**src/tvs_pkg.sv**
```systemverilog
`timescale 1ns / 1ps
// tvs_pkg: shared types, widths and constants for the triangle vertex setup block
// used by tvs_mul, tvs_ctrl and triangle_vertex_setup_winding_fix; no dependencies

package tvs_pkg;

  // shared multiplier operand and product widths
  localparam int MUL_W  = 34;
  localparam int PROD_W = 2 * MUL_W;

  // triangle check widths: edge deltas, normal sums, cross and dot accumulators
  localparam int DIFF_W = 33;
  localparam int NSUM_W = 18;
  localparam int CROSS_W = PROD_W;
  localparam int DOT_W  = 88;
  localparam int HI_SHIFT = 33;

  // sequencer counter
  localparam int CNT_W = 4;
  localparam logic [CNT_W-1:0] SCALE_LAST = 4'd3;
  localparam logic [CNT_W-1:0] CHECK_LAST = 4'd11;
  localparam logic [CNT_W-1:0] EMIT_LAST  = 4'd2;
  localparam logic [1:0]       EMIT_LAST_K = 2'd2;
  localparam logic [1:0]       SLOT_LAST  = 2'd2;

  // configuration register indexes
  localparam int CFG_IDX_W = 3;
  localparam logic [CFG_IDX_W-1:0] CFG_SCALE_X   = 3'd0;
  localparam logic [CFG_IDX_W-1:0] CFG_SCALE_Y   = 3'd1;
  localparam logic [CFG_IDX_W-1:0] CFG_SCALE_Z   = 3'd2;
  localparam logic [CFG_IDX_W-1:0] CFG_FLIP_U    = 3'd3;
  localparam logic [CFG_IDX_W-1:0] CFG_FLIP_V    = 3'd4;
  localparam logic [CFG_IDX_W-1:0] CFG_FLIP_ALL  = 3'd5;

  // fixed-point constants
  localparam logic signed [31:0] ONE_Q16 = 32'sh0001_0000;

  // check step kinds within one cross/dot component
  localparam logic [1:0] STEP_PROD_A = 2'd0;
  localparam logic [1:0] STEP_PROD_B = 2'd1;
  localparam logic [1:0] STEP_DOT_LO = 2'd2;
  localparam logic [1:0] STEP_DOT_HI = 2'd3;

  typedef enum logic [2:0] {
    ST_IDLE,
    ST_SCALE,
    ST_DIFF,
    ST_CHK_MUL,
    ST_CHK_ACC,
    ST_EMIT
  } tvs_state_e;

  // multiplier operand source
  typedef enum logic [1:0] {
    MS_IN_X,
    MS_POS_Y,
    MS_POS_Z,
    MS_CHECK
  } tvs_msel_e;

  // status from datapath to sequencer
  typedef struct packed {
    logic in_valid;
    logic out_free;
    logic slot_last;
    logic any_neg;
  } tvs_stat_t;

  // controls from sequencer to datapath
  typedef struct packed {
    logic             ready;
    logic             accept;
    tvs_msel_e        msel;
    logic             wb_en;
    logic [1:0]       wb_axis;
    logic             slot_adv;
    logic             diff_en;
    logic             acc_en;
    logic [CNT_W-1:0] op;
    logic             emit_en;
    logic [1:0]       emit_k;
  } tvs_ctrl_t;

  // floor-shifted product saturated to 32 bits
  function automatic logic signed [31:0] sat_q16(input logic signed [PROD_W-17:0] v);
    logic [PROD_W-48:0] hi;
    begin
      hi = v[PROD_W-17:31];
      if ((&hi) || !(|hi)) sat_q16 = v[31:0];
      else if (v[PROD_W-17]) sat_q16 = 32'sh8000_0000;
      else sat_q16 = 32'sh7fff_ffff;
    end
  endfunction

  // one minus a Q16.16 value, saturated
  function automatic logic signed [31:0] flip_q16(input logic signed [31:0] t);
    logic signed [32:0] d;
    begin
      d = 33'(ONE_Q16) - 33'(t);
      if (d[32] == d[31]) flip_q16 = d[31:0];
      else if (d[32]) flip_q16 = 32'sh8000_0000;
      else flip_q16 = 32'sh7fff_ffff;
    end
  endfunction

  // negation of a Q2.14 value, saturated
  function automatic logic signed [15:0] neg_q14(input logic signed [15:0] n);
    begin
      if (n == 16'sh8000) neg_q14 = 16'sh7fff;
      else neg_q14 = -n;
    end
  endfunction

endpackage

```
**src/tvs_mul.sv**
```systemverilog
`timescale 1ns / 1ps
// tvs_mul: shared signed multiplier with registered product
// depends on tvs_pkg for operand and product widths

module tvs_mul import tvs_pkg::*; (
  input  logic                     clk_i,
  input  logic signed [MUL_W-1:0]  a_i,
  input  logic signed [MUL_W-1:0]  b_i,
  output logic signed [PROD_W-1:0] p_o
);

  logic signed [PROD_W-1:0] p_q;

  // product register
  always_ff @(posedge clk_i) begin
    p_q <= a_i * b_i;
  end

  assign p_o = p_q;

endmodule

```
**config.mk**
```make
export PLATFORM = sky130hd
export DESIGN_NAME = tvs_mul
export DESIGN_NICKNAME = d
export VERILOG_FILES = /design/src/tvs_pkg.sv /design/src/tvs_mul.sv
export SDC_FILE = /design/constraint.sdc
export NUM_CORES = 2
export LEC_CHECK = 0
export ABC_AREA = 1
export BUFFER_PORTS_ARGS = -buffer_cell sky130_fd_sc_hd__buf_4
export CAP_MARGIN = 20
export CORE_MARGIN = 4
export CORE_UTILIZATION = 45
export DETAILED_ROUTE_END_ITERATION = 10
export GPL_ROUTABILITY_DRIVEN = 0
export PLACE_DENSITY = 0.68
export SLEW_MARGIN = 30
export SYNTH_ARGS = -nofsm -noshare
export SYNTH_HDL_FRONTEND = slang
export SYNTH_SLANG_ARGS = --single-unit
```
**constraint.sdc**
```tcl
create_clock -name clk_i -period 14.9 [get_ports clk_i]
set_input_delay 2.98 -clock clk_i [delete_from_list [all_inputs] [get_ports clk_i]]
set_output_delay 2.98 -clock clk_i [all_outputs]
set_load 0.01 [all_outputs]
```
==> Yosys cells after proc, flatten, opt, wreduce, memory -nomap -nowiden <==
Index checks and enable logic that the tools add are counted.
{ "totals": {"output_inout_bits": 68, "in_bits": 69, "elab_cells": 2, "ff_bits": 68} }
{ "op_classes": {"multipliers": 1} }
{ "ops": {"columns": ["cell", "count"], "rows": [
  ["$mul 34x34->68", 1]
]} }

==> Logic depth before layout (Yosys ltp) <==
{ "depth": {"depth_word": 1, "depth_mapped": 35, "depth_no_buf": 33} }

==> Worst setup path before layout <==
OpenSTA, ideal clock, no wires.
{ "synth_path": {"path_type": "in2reg", "start": "in a_i[33]", "end": "reg p_q[66] (netlist: p_o[66])", "setup_time_ns": 0.112, "required_ns": 14.788, "path_buffers": 2, "t_arrival_ns": 9.691, "slack_ns": 5.097, "stages": 24, "path_cell_list": "clkbuf_1 > clkbuf_1 > nand2_1 > inv_1 > fa_1 > fa_1 > fa_1 > fa_1 > inv_1 > fa_1 > fa_1 > inv_1 > fa_1 > fa_1 > ha_1 > nand2_1 > nor2_1 > inv_1 > nor2_2 > nand2_1 > nor3_1 > nand2_2 > nand3_1 > nand2_1"} }
{ "synth_via": {"elab_chain_len": 1} }
{ "synth_rtl": {"columns": ["item", "line", "text"], "rows": [
  ["from (decl)", "tvs_mul.sv:7", "input logic signed [MUL_W-1:0] a_i,"],
  ["$mul 34x34->68", "tvs_mul.sv:16", "p_q <= a_i * b_i;"],
  ["to (signal assigned)", "tvs_mul.sv:16", null],
  ["to (decl)", "tvs_mul.sv:12", "logic signed [PROD_W-1:0] p_q;"]
]} }
Every way passes these cells.

==> Worst setup path in the final report <==
{ "layout_path": {"start": "in b_i[10]", "end": "reg p_q[59] (netlist: p_o[59])"} }
{ "layout_via": {"elab_chain_len": 1} }
{ "layout_rtl": {"columns": ["item", "line", "text"], "rows": [
  ["from (decl)", "tvs_mul.sv:8", "input logic signed [MUL_W-1:0] b_i,"],
  ["$mul 34x34->68", "tvs_mul.sv:16", null]
]} }
Every way passes these cells.

==> flow_metrics.env <==
export IMPL_outcome="completed"
export IMPL_drtAntennaViolNets=0
export IMPL_route_vias_total=35300
export IMPL_cts_sinks=68
export IMPL_maxCapViolations=0
export IMPL_nets=7365
export IMPL_endpoint_kind="flip-flop"
export IMPL_synth_area_sq_mm=0.0462
export IMPL_crit_family="adder cells"
export IMPL_drive_above_1_share=0.0372
export IMPL_area_growth_pct=4.50
export IMPL_grt_usage=0.239
export IMPL_cp_start_kind="input pin"
export IMPL_cp_num_buf_inv=5
export IMPL_rsz0062_at_grt="no"
export IMPL_place_hpwl_um=104000
export IMPL_dieArea_sq_mm=0.108
export IMPL_cts_setup_buffers=0
export IMPL_grt_pass1_vias=39800
export IMPL_io_buffer_count=136
export IMPL_fin_crit_ns=9.92
export IMPL_avgRoutedWirePerCell_um=17.0
export IMPL_drt_iter0_drc=2336
export IMPL_fin_util=0.474
export IMPL_cts_buffers_inserted=9
export IMPL_antenna_found_initial=9
export IMPL_grt_max_degree=36
export IMPL_wl_um=123000
export IMPL_core_area_sq_mm=0.102
export IMPL_post_place_ws_ns=4.62
export IMPL_cts_resized=0
export IMPL_ios=137
export IMPL_syn_num_nets=7486
export IMPL_cts_tree="built"
export IMPL_cts_root_buf="clkbuf_16"
export IMPL_synth_seq_cells=68
export IMPL_finalCritPeriodShare=0.666
export IMPL_drc_errors=0
export IMPL_first_pass_iters=6
export IMPL_crit_type="input pin to flip-flop"
export IMPL_grt_ovfl_total=0
export IMPL_crit_fanout=34
export IMPL_max_stage_delay_ns=0.89
export IMPL_synth_cell_type_count=32
export IMPL_start_util=0.454
export IMPL_fillers=9974
export IMPL_cp_data_arrival_time_ns=10.16
export IMPL_fmax_mhz=101
export IMPL_finalMaxSlewViolations=0
export IMPL_synth_area_per_cell_sq_um=7.74
export IMPL_hold_viol=0
export IMPL_vias_per_cell=4.88
export IMPL_required_ns=15.14
export IMPL_layout_setup_ws_ns=4.98
export IMPL_grt_pass1_wl_um=205000
export IMPL_holdWs_ns=3.10
export IMPL_max_slew_margin=0.554
export IMPL_cts_buffer_depth=2
export IMPL_htreeDepth=3
export IMPL_die_height_um=328
export IMPL_synth_cells=5972
export IMPL_fp_row_count=117
export IMPL_ys_warn_count=0
export IMPL_fin_setup_tns_ns=0
export IMPL_tightest_slew_ns=0.669
export IMPL_largest_reg_flops=68
export IMPL_slowest_stage="fa_1"
export IMPL_crit_top_cell="fa_1"
export IMPL_path_cells="buf_4, nand2_1, fa_1, fa_1, inv_1, fa_1, inv_1, fa_1, fa_1, fa_1, fa_1, fa_1, inv_1, ha_1, nand2_1, nor2_1, nand3_1, inv_1, nand2_1, nor3_2, nand2_1, nand4_1, nand2_1"
export IMPL_setup_viol=0
export IMPL_hold_path_class="input pin to flip-flop"
export IMPL_yosysSeqAreaShare=0.0295
export IMPL_ctsHoldBuffers=0
export IMPL_clk_pin_slew_ns=0.07
export IMPL_die_x_um=328
[cells in the mapped netlist (all sizes together)]
cell	count	area, sq um
nor4	1	12.5
or2	8	50.1
nand3b	3	22.5
and2	1	6.26
clkbuf	269	1010
nor3	22	158
nand2	1683	6380
ha	204	2550
o21bai	11	82.6
fa	1241	24800
nor2	124	488
a21oi	63	330
o21a	1	7.51
a21o	1	7.51
xor2	33	289
o21ai	19	95.1
xnor2	2	17.5
buf	2	7.51
nand3	77	420
inv	2119	7950
dfxtp	68	1360
nand4	19	119
nand2b	1	6.26
[layer usage]
| layer | track usage | vias to the layer above | routed length (um) |
|---|---|---|---|
| met4 | 0.0922 | 4 | 5240 |
| met5 | 0 | - | 23 |
| met2 | 0.437 | 1277 | 63800 |
| met1 | 0.291 | 17900 | 46600 |
| met3 | 0.0244 | 304 | 7480 |
| li1 | - | 15800 | - |
[path summary, 6_finish.rpt]
| kind | start | to | depth (start not counted) |
|---|---|---|---|
| setup / recovery | b_i[10] | p_o[59] | 23 |
| hold / removal | b_i[0] | p_o[0] | 3 |
[kinds of logic (layout without fill, tap and decap cells)]
logic type                 after synthesis  after routing  share of synthesized area
DFF                                     68             68                     0.0295
adders and majority gates             1445           1445                      0.593
xor gates and xnor gates                35             35                    0.00663
other                                    0              7                          0
and+or+nand+nor                       1939           1939                      0.166
AOI/OAI and AO/OA                       95             95                     0.0113
buffers and inverters                 2390           2274                      0.194
[per-stage QoR]
step | instances | instance area (sq um)
detailed placement | 7208 | 48000
floorplan | 5972 | 46200
finish | 7231 | 48300
CTS | 7224 | 48300
global route | 7230 | 48300
global placement | 7208 | 48000
[cell type report]
type / instances / area (sq um) / area share
sequential: 68 / 1360 / 0.0282
tap: 1368 / 1710 / 0.0354
clock buffer: 9 / 225 / 0.00466
inverter: 2119 / 7950 / 0.165
antenna: 7 / 17.5 / 0.000363
timing repair buffer: 139 / 1040 / 0.0216
clock inverter: 7 / 97.6 / 0.00202
multi-input combinational: 3514 / 35900 / 0.743
[layout by cell type, fill, tap and decap left out, types with 11 or more instances in the layout]
cell         n
a21oi_1     59
buf_4      139
dfxtp_1     68
fa_1      1240
ha_1       204
inv_1     2115
nand2_1   1661
nand2_2     20
nand3_1     70
nand4_1     19
nor2_1     115
nor3_1      15
o21ai_0     18
o21bai_1    11
xor2_1      33
Power is left out: the tool's default activity adds up to more than one toggle a clock period on the data nets, which glitch-free logic cannot reach.
