`config.mk`:
```
export PLATFORM = sky130hd
export DESIGN_NAME = tvs_ctrl
export DESIGN_NICKNAME = d
export VERILOG_FILES = /design/src/tvs_pkg.sv /design/src/tvs_ctrl.sv
export SDC_FILE = /design/constraint.sdc
export NUM_CORES = 1
export LEC_CHECK = 0
export BUFFER_PORTS_ARGS = -buffer_cell sky130_fd_sc_hd__buf_4
export CORE_AREA = 10 10 55 57
export DETAILED_ROUTE_END_ITERATION = 7
export DIE_AREA = 0 0 65 67
export HOLD_SLACK_MARGIN = 0.08
export PLACE_DENSITY_LB_ADDON = 0.3
export RECOVER_POWER = 25
export SYNTH_ARGS = -nofsm -noshare
export SYNTH_HDL_FRONTEND = slang
export SYNTH_SLANG_ARGS = --single-unit
```
`constraint.sdc`:
```
create_clock -name clk_i -period 4.9 [get_ports clk_i]
set_input_delay 0.98 -clock clk_i [delete_from_list [all_inputs] [get_ports clk_i]]
set_output_delay 0.98 -clock clk_i [all_outputs]
set_load 0.02 [all_outputs]
```
`src/tvs_pkg.sv`:
```
`timescale 1ns / 1ps
// tvs_pkg: shared types, widths and constants for the triangle vertex setup block
// used by tvs_mul, tvs_ctrl and triangle_vertex_setup_winding_fix; no dependencies

package tvs_pkg;

  // shared multiplier operand and product widths
  localparam int MUL_W  = 34;
  localparam int PROD_W = 2 * MUL_W;

  // triangle check widths: edge deltas, normal sums, cross and dot accumulators
  localparam int DIFF_W = 33;
  localparam int NSUM_W = 18;
  localparam int CROSS_W = PROD_W;
  localparam int DOT_W  = 88;
  localparam int HI_SHIFT = 33;

  // sequencer counter
  localparam int CNT_W = 4;
  localparam logic [CNT_W-1:0] SCALE_LAST = 4'd3;
  localparam logic [CNT_W-1:0] CHECK_LAST = 4'd11;
  localparam logic [CNT_W-1:0] EMIT_LAST  = 4'd2;
  localparam logic [1:0]       EMIT_LAST_K = 2'd2;
  localparam logic [1:0]       SLOT_LAST  = 2'd2;

  // configuration register indexes
  localparam int CFG_IDX_W = 3;
  localparam logic [CFG_IDX_W-1:0] CFG_SCALE_X   = 3'd0;
  localparam logic [CFG_IDX_W-1:0] CFG_SCALE_Y   = 3'd1;
  localparam logic [CFG_IDX_W-1:0] CFG_SCALE_Z   = 3'd2;
  localparam logic [CFG_IDX_W-1:0] CFG_FLIP_U    = 3'd3;
  localparam logic [CFG_IDX_W-1:0] CFG_FLIP_V    = 3'd4;
  localparam logic [CFG_IDX_W-1:0] CFG_FLIP_ALL  = 3'd5;

  // fixed-point constants
  localparam logic signed [31:0] ONE_Q16 = 32'sh0001_0000;

  // check step kinds within one cross/dot component
  localparam logic [1:0] STEP_PROD_A = 2'd0;
  localparam logic [1:0] STEP_PROD_B = 2'd1;
  localparam logic [1:0] STEP_DOT_LO = 2'd2;
  localparam logic [1:0] STEP_DOT_HI = 2'd3;

  typedef enum logic [2:0] {
    ST_IDLE,
    ST_SCALE,
    ST_DIFF,
    ST_CHK_MUL,
    ST_CHK_ACC,
    ST_EMIT
  } tvs_state_e;

  // multiplier operand source
  typedef enum logic [1:0] {
    MS_IN_X,
    MS_POS_Y,
    MS_POS_Z,
    MS_CHECK
  } tvs_msel_e;

  // status from datapath to sequencer
  typedef struct packed {
    logic in_valid;
    logic out_free;
    logic slot_last;
    logic any_neg;
  } tvs_stat_t;

  // controls from sequencer to datapath
  typedef struct packed {
    logic             ready;
    logic             accept;
    tvs_msel_e        msel;
    logic             wb_en;
    logic [1:0]       wb_axis;
    logic             slot_adv;
    logic             diff_en;
    logic             acc_en;
    logic [CNT_W-1:0] op;
    logic             emit_en;
    logic [1:0]       emit_k;
  } tvs_ctrl_t;

  // floor-shifted product saturated to 32 bits
  function automatic logic signed [31:0] sat_q16(input logic signed [PROD_W-17:0] v);
    logic [PROD_W-48:0] hi;
    begin
      hi = v[PROD_W-17:31];
      if ((&hi) || !(|hi)) sat_q16 = v[31:0];
      else if (v[PROD_W-17]) sat_q16 = 32'sh8000_0000;
      else sat_q16 = 32'sh7fff_ffff;
    end
  endfunction

  // one minus a Q16.16 value, saturated
  function automatic logic signed [31:0] flip_q16(input logic signed [31:0] t);
    logic signed [32:0] d;
    begin
      d = 33'(ONE_Q16) - 33'(t);
      if (d[32] == d[31]) flip_q16 = d[31:0];
      else if (d[32]) flip_q16 = 32'sh8000_0000;
      else flip_q16 = 32'sh7fff_ffff;
    end
  endfunction

  // negation of a Q2.14 value, saturated
  function automatic logic signed [15:0] neg_q14(input logic signed [15:0] n);
    begin
      if (n == 16'sh8000) neg_q14 = 16'sh7fff;
      else neg_q14 = -n;
    end
  endfunction

endpackage

```
`src/tvs_ctrl.sv`:
```
`timescale 1ns / 1ps
// tvs_ctrl: sequencer for vertex scaling, orientation check and triangle output
// depends on tvs_pkg for state, status and control types

module tvs_ctrl import tvs_pkg::*; (
  input  logic      clk_i,
  input  logic      rst_ni,
  input  tvs_stat_t stat_i,
  output tvs_ctrl_t ctl_o
);

  tvs_state_e       state_q, state_d;
  logic [CNT_W-1:0] cnt_q, cnt_d;

  // state and step counter
  always_ff @(posedge clk_i or negedge rst_ni) begin
    if (!rst_ni) begin
      state_q <= ST_IDLE;
      cnt_q   <= '0;
    end else begin
      state_q <= state_d;
      cnt_q   <= cnt_d;
    end
  end

  // next state
  always_comb begin
    state_d = state_q;
    cnt_d   = cnt_q;
    unique case (state_q)
      ST_IDLE: begin
        if (stat_i.in_valid) begin
          state_d = ST_SCALE;
          cnt_d   = CNT_W'(1);
        end
      end
      ST_SCALE: begin
        if (cnt_q == SCALE_LAST) begin
          cnt_d = '0;
          if (!stat_i.slot_last) state_d = ST_IDLE;
          else if (stat_i.any_neg) state_d = ST_DIFF;
          else state_d = ST_EMIT;
        end else begin
          cnt_d = cnt_q + CNT_W'(1);
        end
      end
      ST_DIFF: begin
        state_d = ST_CHK_MUL;
        cnt_d   = '0;
      end
      ST_CHK_MUL: begin
        state_d = ST_CHK_ACC;
      end
      ST_CHK_ACC: begin
        if (cnt_q == CHECK_LAST) begin
          state_d = ST_EMIT;
          cnt_d   = '0;
        end else begin
          state_d = ST_CHK_MUL;
          cnt_d   = cnt_q + CNT_W'(1);
        end
      end
      ST_EMIT: begin
        if (stat_i.out_free) begin
          if (cnt_q == EMIT_LAST) begin
            state_d = ST_IDLE;
            cnt_d   = '0;
          end else begin
            cnt_d = cnt_q + CNT_W'(1);
          end
        end
      end
      default: begin
        state_d = ST_IDLE;
        cnt_d   = '0;
      end
    endcase
  end

  // control outputs
  always_comb begin
    ctl_o          = '0;
    ctl_o.msel     = MS_IN_X;
    ctl_o.op       = cnt_q;
    ctl_o.emit_k   = cnt_q[1:0];
    ctl_o.wb_axis  = cnt_q[1:0] - 2'd1;
    unique case (state_q)
      ST_IDLE: begin
        ctl_o.ready  = 1'b1;
        ctl_o.accept = stat_i.in_valid;
      end
      ST_SCALE: begin
        ctl_o.wb_en    = 1'b1;
        ctl_o.msel     = (cnt_q == CNT_W'(1)) ? MS_POS_Y : MS_POS_Z;
        ctl_o.slot_adv = (cnt_q == SCALE_LAST);
      end
      ST_DIFF: begin
        ctl_o.diff_en = 1'b1;
      end
      ST_CHK_MUL: begin
        ctl_o.msel = MS_CHECK;
      end
      ST_CHK_ACC: begin
        ctl_o.acc_en = 1'b1;
      end
      ST_EMIT: begin
        ctl_o.emit_en = stat_i.out_free;
      end
      default: begin
        ctl_o.ready = 1'b0;
      end
    endcase
  end

endmodule

```
# Word-level counts from Yosys, hierarchy flattened
# Cells that the tools add are included.
# Widths: inputs -> output; s select.
[op_classes]
addsub = 2
eq_ne = 13
n_mux = 23
bitwise_logic = 1
reduce_logical = 3
[op_table]
columns = ["operator", "n"]
rows = [
  ["$mux 3", 7],
  ["$mux 4", 5],
  ["$pmux 4 s5", 1],
  ["$pmux 3 s6", 1],
  ["$eq 4x2->1 const B", 2],
  ["$ne 2x2->1 const B", 4],
  ["$mux 1", 7],
  ["$eq 3x2->1 const B", 2],
  ["$eq 3x3->1 const B", 2],
  ["$add 4x1->4 const B", 1],
  ["$eq 4x1->1 const B", 1],
  ["$eq 4x4->1 const B", 1],
  ["$pmux 2 s2", 1],
  ["$reduce_and 4->1", 1],
  ["$eq 3x1->1 const B", 1],
  ["$logic_not 3->1", 1],
  ["$reduce_and 3->1", 1],
  ["$mux 2", 1],
  ["$sub 2x1->2 const B", 1],
  ["$not 1->1", 1],
]
[word_totals]
ff_bits = 7
in_bits = 6
out_inout_bits = 17
wordCells = 44

# Depth between registers and ports, before layout
# Gate-level depths: netlist of the first run.
[logic_depth]
ltp_word = 4
mapped_depth = 6
mapped_depth_nobuf = 5

# Least setup slack after synthesis of the first run
# No wires, ideal clock.
[synth_timing]
kind = "reg-to-output"
from = "reg cnt_q[0]"
to = "out ctl_o[9] (netlist bit)"
arrival_time_ps = 1817
t_required_ps = 3920
setup_slack_ps = 2103
stages_incl_launch_ff = 4
n_path_buf = 0
path_cell_list = "dfrtp_1 ha_1 or3b_4 nor4_1"
[synth_rtl]
columns = ["item", "line_no", "source"]
rows = [
  ["start, declared", "tvs_ctrl.sv:13", "logic [CNT_W-1:0] cnt_q, cnt_d;"],
  ["start signal, assigned", "tvs_ctrl.sv:22", "cnt_q <= cnt_d;"],
  ["end, declared", "tvs_ctrl.sv:9", "output tvs_ctrl_t ctl_o"],
]

==> flow_summary.toml, run 1 <==
[status]
status = "completed"

[clocking]
postCtsSetupBuffers = 0
ctsHoldBuffers = 0
tritoncts = "yes"
cts_inserted_buffers = 3
root_buffer = "clkbuf_4"
path_clk_slew_ps = 50
insertion_delay_ps = 250
h-tree-depth = 1
clk_path_buf_depth = 2
clock_sinks = 7
ctsResizeCount = 0

[setup_path]
end_kind = "output pin"
critPathKind = "reg2out"
cp-start-kind = "flop"
worstPathRequired_ps = 3920
arrival_ps = 1790
r2r_cells = 5
crit_path_max_fanout = 8

[sta]
max_freq_mhz = 361
period_share_pct = 56.5
rsz0062_at_grt = "false"
worst_slew_pin_slew_ps = 499
setup_viol = 0
hold_ws_ps = 622
period_minus_slack_ps = 2770
finalSetupTns_ps = 0
clock_skew_ps = 0.447
finalHoldViolations = 0
slew_violations = 0
slew_headroom_pct = 66.3

[logic_synthesis]
muxShareOfSynthArea_pct = 0
synth_xor_area_share_pct = 0
synth_area_um2 = 658
postSynthAreaPerCell_um2 = 7.74
ys_seq_area_share_pct = 26.6
synthSimpleGateAreaFrac_pct = 27.2
synth_compound_area_share_pct = 30.4
synth_adder_area_share_pct = 5.70
ys_ff_latch = 7
synth.distinct_cells = 33
synth_top_family_by_area = "compound AO/OA/AOI/OAI gates"
ys.warnings.count = 0
syn_inst = 85
syn-num-nets = 94

[detailed_routing]
ant_nets = 0
first_pass_iters = 4
routed-via-count = 701
vias_per_cell = 5.31
drt_wl_total_um = 1860
drc = 0
drt_first_iter_violations = 20
avgRoutedWirePerCell_um = 14.1

[global_route]
met3_usage_pct = 4.85
antenna_found_initial = 0
grtUsageMet2_pct = 14.4
grt_util_met1_pct = 10.8
grt_overflow = 0
busiest_layer = "met2"
grt_usage_pct = 8.92
grt_max_degree = 19
grt_pass1_vias = 703
grt_pass1_wl_um = 3150

[place]
dp_hpwl_um = 1450
gp_congestion = 0.806
portBuffers = 22

[final_layout]
drive_above_1_share_pct = 28.6
num_antenna_cells = 0
syn_to_final_growth_pct = 28.7
layout.nets = 115

[die]
initial_core_util_pct = 33.9
pin_count = 23
core_um2 = 1940
die_area_um2 = 4360
rows = 16
die_w_um = 65
die_h_um = 67

[run]
maxCapViolations = 0

[pwr]
leakagePower_nw = 0.403
clkPwrFrac_pct = 7.8
total_power_mw = 0.661
power_switching_mw = 0.336
power.share.sequential_pct = 22.4
p_int_mw = 0.325
switching_share_pct = 50.8
max-vdd-ir-drop_mv = 0.298
power-per-cell-area_nw_per_um2 = 781
combPwrFrac_pct = 69.8

[worst_hold_path]
min_path_type = "in2async"
power groups by stage:
stage	Combinational, mW	Clock (mW)	Sequential, mW
4_1_cts	0.468	0.0529	0.149
3_5_place_dp	0.464	0	0.150
5_1_grt	0.512	0.0579	0.161
2_1_floorplan	0.343	0	0.123
6_report	0.461	0.0516	0.148
3_3_place_gp	0.465	0	0.147
synthesized netlist by cell type (all sizes together):
cell / count / share of area (%)
a21o: 1 / 1.1
a21oi: 6 / 4.6
a22o: 3 / 5.3
a22oi: 1 / 1.1
a311o: 1 / 1.5
a311oi: 1 / 1.3
a31o: 2 / 2.7
a31oi: 2 / 1.9
and2: 1 / 0.95
buf: 4 / 3.8
clkbuf: 2 / 1.1
dfrtp: 7 / 27
ha: 3 / 5.7
inv: 9 / 5.1
nand2: 4 / 2.3
nand2b: 3 / 2.9
nand3: 3 / 2.3
nand3b: 2 / 2.3
nor2: 6 / 3.4
nor2b: 3 / 2.9
nor3: 3 / 2.3
nor4: 3 / 2.9
nor4bb: 1 / 1.5
o2111ai: 1 / 1.3
o211ai: 2 / 2.3
o21a: 1 / 1.1
o21ai: 5 / 3.8
o22ai: 1 / 0.95
o2bb2ai: 1 / 1.3
or2: 2 / 1.9
or3b: 1 / 1.7
routing by layer:
metal / wire (um) / share of wire [%] / vias up
li1: - / - / 352
met1: 853 / 46 / 327
met2: 873 / 47 / 22
met3: 133 / 7.1 / 0
met4: 0 / 0 / 0
met5: 0 / 0 / -
metrics by stage:
| stage | instance area, um^2 | cells | worst slack (ps) | util (%) |
|---|---|---|---|---|
| 6_report | 847 | 132 | 2130 | 43.6 |
| 5_1_grt | 847 | 132 | 1980 | 43.6 |
| 4_1_cts | 851 | 132 | 2110 | 43.8 |
| 3_5_place_dp | 825 | 128 | 2390 | 42.5 |
| 3_3_place_gp | 825 | 128 | 2450 | 42.5 |
| 2_1_floorplan | 658 | 85 | 2100 | - |
path summary, 6_finish.rpt:
check / to / startpoint / slack (ps)
max in group asynchronous: cnt_q[0] / rst_ni / 4010
min in group clk_i: cnt_q[2] / cnt_q[2] / 630
hold reg to reg: cnt_q[2] / cnt_q[2] / 630
hold / removal: state_q[1] / rst_ni / 620
setup / recovery: ctl_o[9] / cnt_q[0] / 2130
setup reg to reg: cnt_q[1] / cnt_q[0] / 2900
registers in the layout (all words and copies together), names as in the netlist:
| signal | cells |
|---|---|
| cnt_q | 4 |
| state_q | 3 |
layout make-up:
| type | count | area [um^2] |
|---|---|---|
| multi-input combinational | 63 | 417 |
| fill | 215 | 1090 |
| sequential | 7 | 175 |
| clock buffer | 4 | 26.3 |
| timing repair buffer | 22 | 161 |
| tap | 27 | 33.8 |
| inverter | 9 | 33.8 |
cell usage in the layout (no fill, tap or decap), drive strengths merged, types with 2 or more instances in the layout:
cell / count
ha: 3
buf: 21
a21oi: 6
or2: 2
nor4: 3
nand3b: 2
dfrtp: 7
inv: 9
a31o: 2
nor3: 3
a22o: 3
nand3: 3
nor2b: 3
a31oi: 2
nand2: 4
nor2: 6
nand2b: 3
clkbuf: 5
o211ai: 2
o21ai: 5
worst max-delay path, cell delays in order (launching register included):
cell	delay [ps]
dfrtp_1	470
ha_1	260
or3b_4	420
nor4_1	190
buf_4	190
logic make-up after synthesis:
logic type / after synthesis
and+or+nand+nor: 32
AOI/OAI and AO/OA: 28
buffers and inverters: 15
adders and majority gates: 3
DFF: 7
Power figures use the tool's default switching activity.
==> run 2, diff against run 1 <==
--- a/config.mk
+++ b/config.mk
@@ -5,10 +5,11 @@
 export SDC_FILE = /design/constraint.sdc
 export NUM_CORES = 1
 export LEC_CHECK = 0
+export ABC_AREA = 1
 export BUFFER_PORTS_ARGS = -buffer_cell sky130_fd_sc_hd__buf_4
-export CORE_AREA = 10 10 55 57
+export CORE_AREA = 10 10 57 59
 export DETAILED_ROUTE_END_ITERATION = 7
-export DIE_AREA = 0 0 65 67
+export DIE_AREA = 0 0 67 69
 export HOLD_SLACK_MARGIN = 0.08
 export PLACE_DENSITY_LB_ADDON = 0.3
 export RECOVER_POWER = 25
==> constraint.sdc (replaced) <==
create_clock -name clk_i -period 2.7 [get_ports clk_i]
set_input_delay 0.54 -clock clk_i [delete_from_list [all_inputs] [get_ports clk_i]]
set_output_delay 0.54 -clock clk_i [all_outputs]
set_load 0.02 [all_outputs]
==> flow_summary.toml, run 2 <==
[die]
rows = 17
initial_core_util_pct = 34.3
die_w_um = 67
die_h_um = 69
core_um2 = 2150
pin_count = 23
die_area_um2 = 4620

[clocking]
root_buffer = "clkbuf_4"
ctsResizeCount = 0
cts_inserted_buffers = 3
postCtsSetupBuffers = 0
ctsHoldBuffers = 0
clk_path_buf_depth = 2
h-tree-depth = 1
insertion_delay_ps = 250
path_clk_slew_ps = 60
tritoncts = "yes"
clock_sinks = 7

[detailed_routing]
drt_wl_total_um = 1900
vias_per_cell = 4.65
ant_nets = 0
first_pass_iters = 4
routed-via-count = 716
drc = 0
avgRoutedWirePerCell_um = 12.3
drt_first_iter_violations = 43

[sta]
worst_slew_pin_slew_ps = 456
period_share_pct = 73.7
slew_headroom_pct = 69.6
setup_viol = 0
clock_skew_ps = 5.39
fin_ws_ps = 711
finalSetupTns_ps = 0
finalHoldViolations = 0
slew_violations = 0
max_freq_mhz = 503
rsz0062_at_grt = "false"
period_minus_slack_ps = 1990

[final_layout]
syn_to_final_growth_pct = 25.1
fill_cells = 229
layout_common_cells = "nand2_1 (27), buf_4 (21), nand3_1 (11)"
top_register = "cnt_q"
layout_commonest_cell = "nand2_1"
top_regs = "cnt_q (4), state_q (3)"
drive_above_1_share_pct = 38.1
layout.nets = 136
largest_reg_flops = 4
num_antenna_cells = 0

[pwr]
p_int_mw = 0.582
switching_share_pct = 56.8
clkPwrFrac_pct = 7.4
power-per-cell-area_nw_per_um2 = 1460
power.share.sequential_pct = 18.7
max-vdd-ir-drop_mv = 0.832
leakagePower_nw = 0.504
power_switching_mw = 0.765
combPwrFrac_pct = 73.9

[global_route]
grt_usage_pct = 8.20
grt_pass1_wl_um = 2990
grt_max_degree = 10
grt_overflow = 0
grt_pass1_vias = 685
antenna_found_initial = 0

[place]
portBuffers = 22
dp_hpwl_um = 1590
gp_congestion = 0.812
dp_slack_ps = 964

[logic_synthesis]
synth.distinct_cells = 27
postSynthAreaPerCell_um2 = 7.09
syn_inst = 104
synth.area.top_cells = "dfrtp_1 (24%), nand2_1 (14%), nand3_1 (7.5%), ha_1 (5.1%), nand2_2 (5.1%)"
ys_ff_latch = 7
syn-num-nets = 113
synth-edff-count = 0
synth_top_flop_cell = "dfrtp_1"
yosys.area.top_type = "dfrtp_1"
ys.warnings.count = 0
synthArstFlopShare_pct = 100
synth_common_cells = "nand2_1 (27), nand3_1 (11), nor2_1 (10)"
synth_top_area_share_pct = 23.8
yosysMostFrequentCell = "nand2_1"
ys_seq_area_share_pct = 23.8
synth_area_um2 = 737

[status]
status = "completed"

[setup_path]
worstPathRequired_ps = 2160
r2r_start = "cnt_q[0]"
arrival_ps = 1450
cpLargestDelayFamily = "flip-flops"
end_kind = "output pin"
cpPeakStageDelay_ps = 460
crit_path_max_fanout = 7
r2r_cells = 9
cp-start-kind = "flop"
crit_path_cell_trace = "inv_1, ha_1, and2_1, o21ai_0, buf_4"
critPathKind = "reg2out"
r2r_end = "state_q[0]"
crit_slowest_cell = "dfrtp_1"
crit_buf_inv = 2
reg2reg_slack_ps = 1210

[run]
maxCapViolations = 0

[worst_hold_path]
min_path_type = "in2async"
run 2: worst max-delay path by stage:
stage             start   endpoint  slack, ps  cells past startpoint
5_1_grt        cnt_q[1]  ctl_o[14]        560                      5
3_3_place_gp   cnt_q[1]  ctl_o[14]       1030                      5
4_1_cts        cnt_q[1]  ctl_o[14]        680                      5
2_1_floorplan  cnt_q[1]  ctl_o[14]        760                      4
6_report       cnt_q[1]  ctl_o[14]        710                      5
3_5_place_dp   cnt_q[1]  ctl_o[14]        960                      5
run 2: power groups by stage:
stage                     Sequential (mW)  Clock (mW)  Combinational [mW]
after floorplan                     0.222           0               0.767
after global placement              0.249           0                1.01
after detailed placement            0.256           0                1.00
after CTS                           0.253       0.104                1.01
after global routing                0.263       0.111                1.10
final                               0.252      0.0990               0.995
run 2: worst reg2reg max path, stage by stage, from the launching register on:
cell,delay (ps)
dfrtp_1,450
inv_1,180
ha_1,230
nand2_2,90
nand2_2,90
nand2_2,60
nor2_4,120
inv_2,50
nand2_1,50
nand2_1,50
run 2: per-layer routing:
metal | GRT usage [%] | vias up | part of all wire (%)
met5 | 0 | - | 0
met4 | 6.79 | 0 | 3.7
met3 | 4.67 | 6 | 9.2
met2 | 12.1 | 23 | 47
met1 | 7.93 | 318 | 40
li1 | - | 369 | -
run 2: layout make-up:
| cell class | instances | area (um^2) | area share [%] |
|---|---|---|---|
| Tap cell | 28 | 35.0 | 3.80 |
| Sequential cell | 7 | 175 | 19.0 |
| Multi-Input combinational cell | 79 | 472 | 51.2 |
| Inverter | 14 | 52.6 | 5.70 |
| Timing Repair Buffer | 22 | 161 | 17.5 |
| Clock buffer | 4 | 26.3 | 2.85 |
run 2: through the flow:
stage / cells / area, um^2 / total power, mW / utilization (%) / hold slack, ps
finish: 154 / 922 / 1.35 / 42.9 / 188
global route: 154 / 922 / 1.48 / 42.9 / 209
global placement: 150 / 900 / 1.25 / 41.9 / 362
detailed placement: 150 / 900 / 1.26 / 41.9 / 366
CTS: 154 / 926 / 1.37 / 43.1 / 83.7
floorplan: 104 / 737 / 0.989 / - / 244
run 2: kinds of logic (layout without fill, tap and decap cells):
| family | count (synthesis) | in the layout | synth area share (%) |
|---|---|---|---|
| adder cells (fa/ha/maj) | 3 | 3 | 5.09 |
| flip-flops | 7 | 7 | 23.8 |
| XOR/XNOR | 2 | 2 | 2.38 |
| AO/OA/AOI/OAI | 7 | 7 | 6.96 |
| buffers and inverters | 18 | 40 | 12.2 |
| AND/OR/NAND/NOR | 67 | 67 | 49.6 |
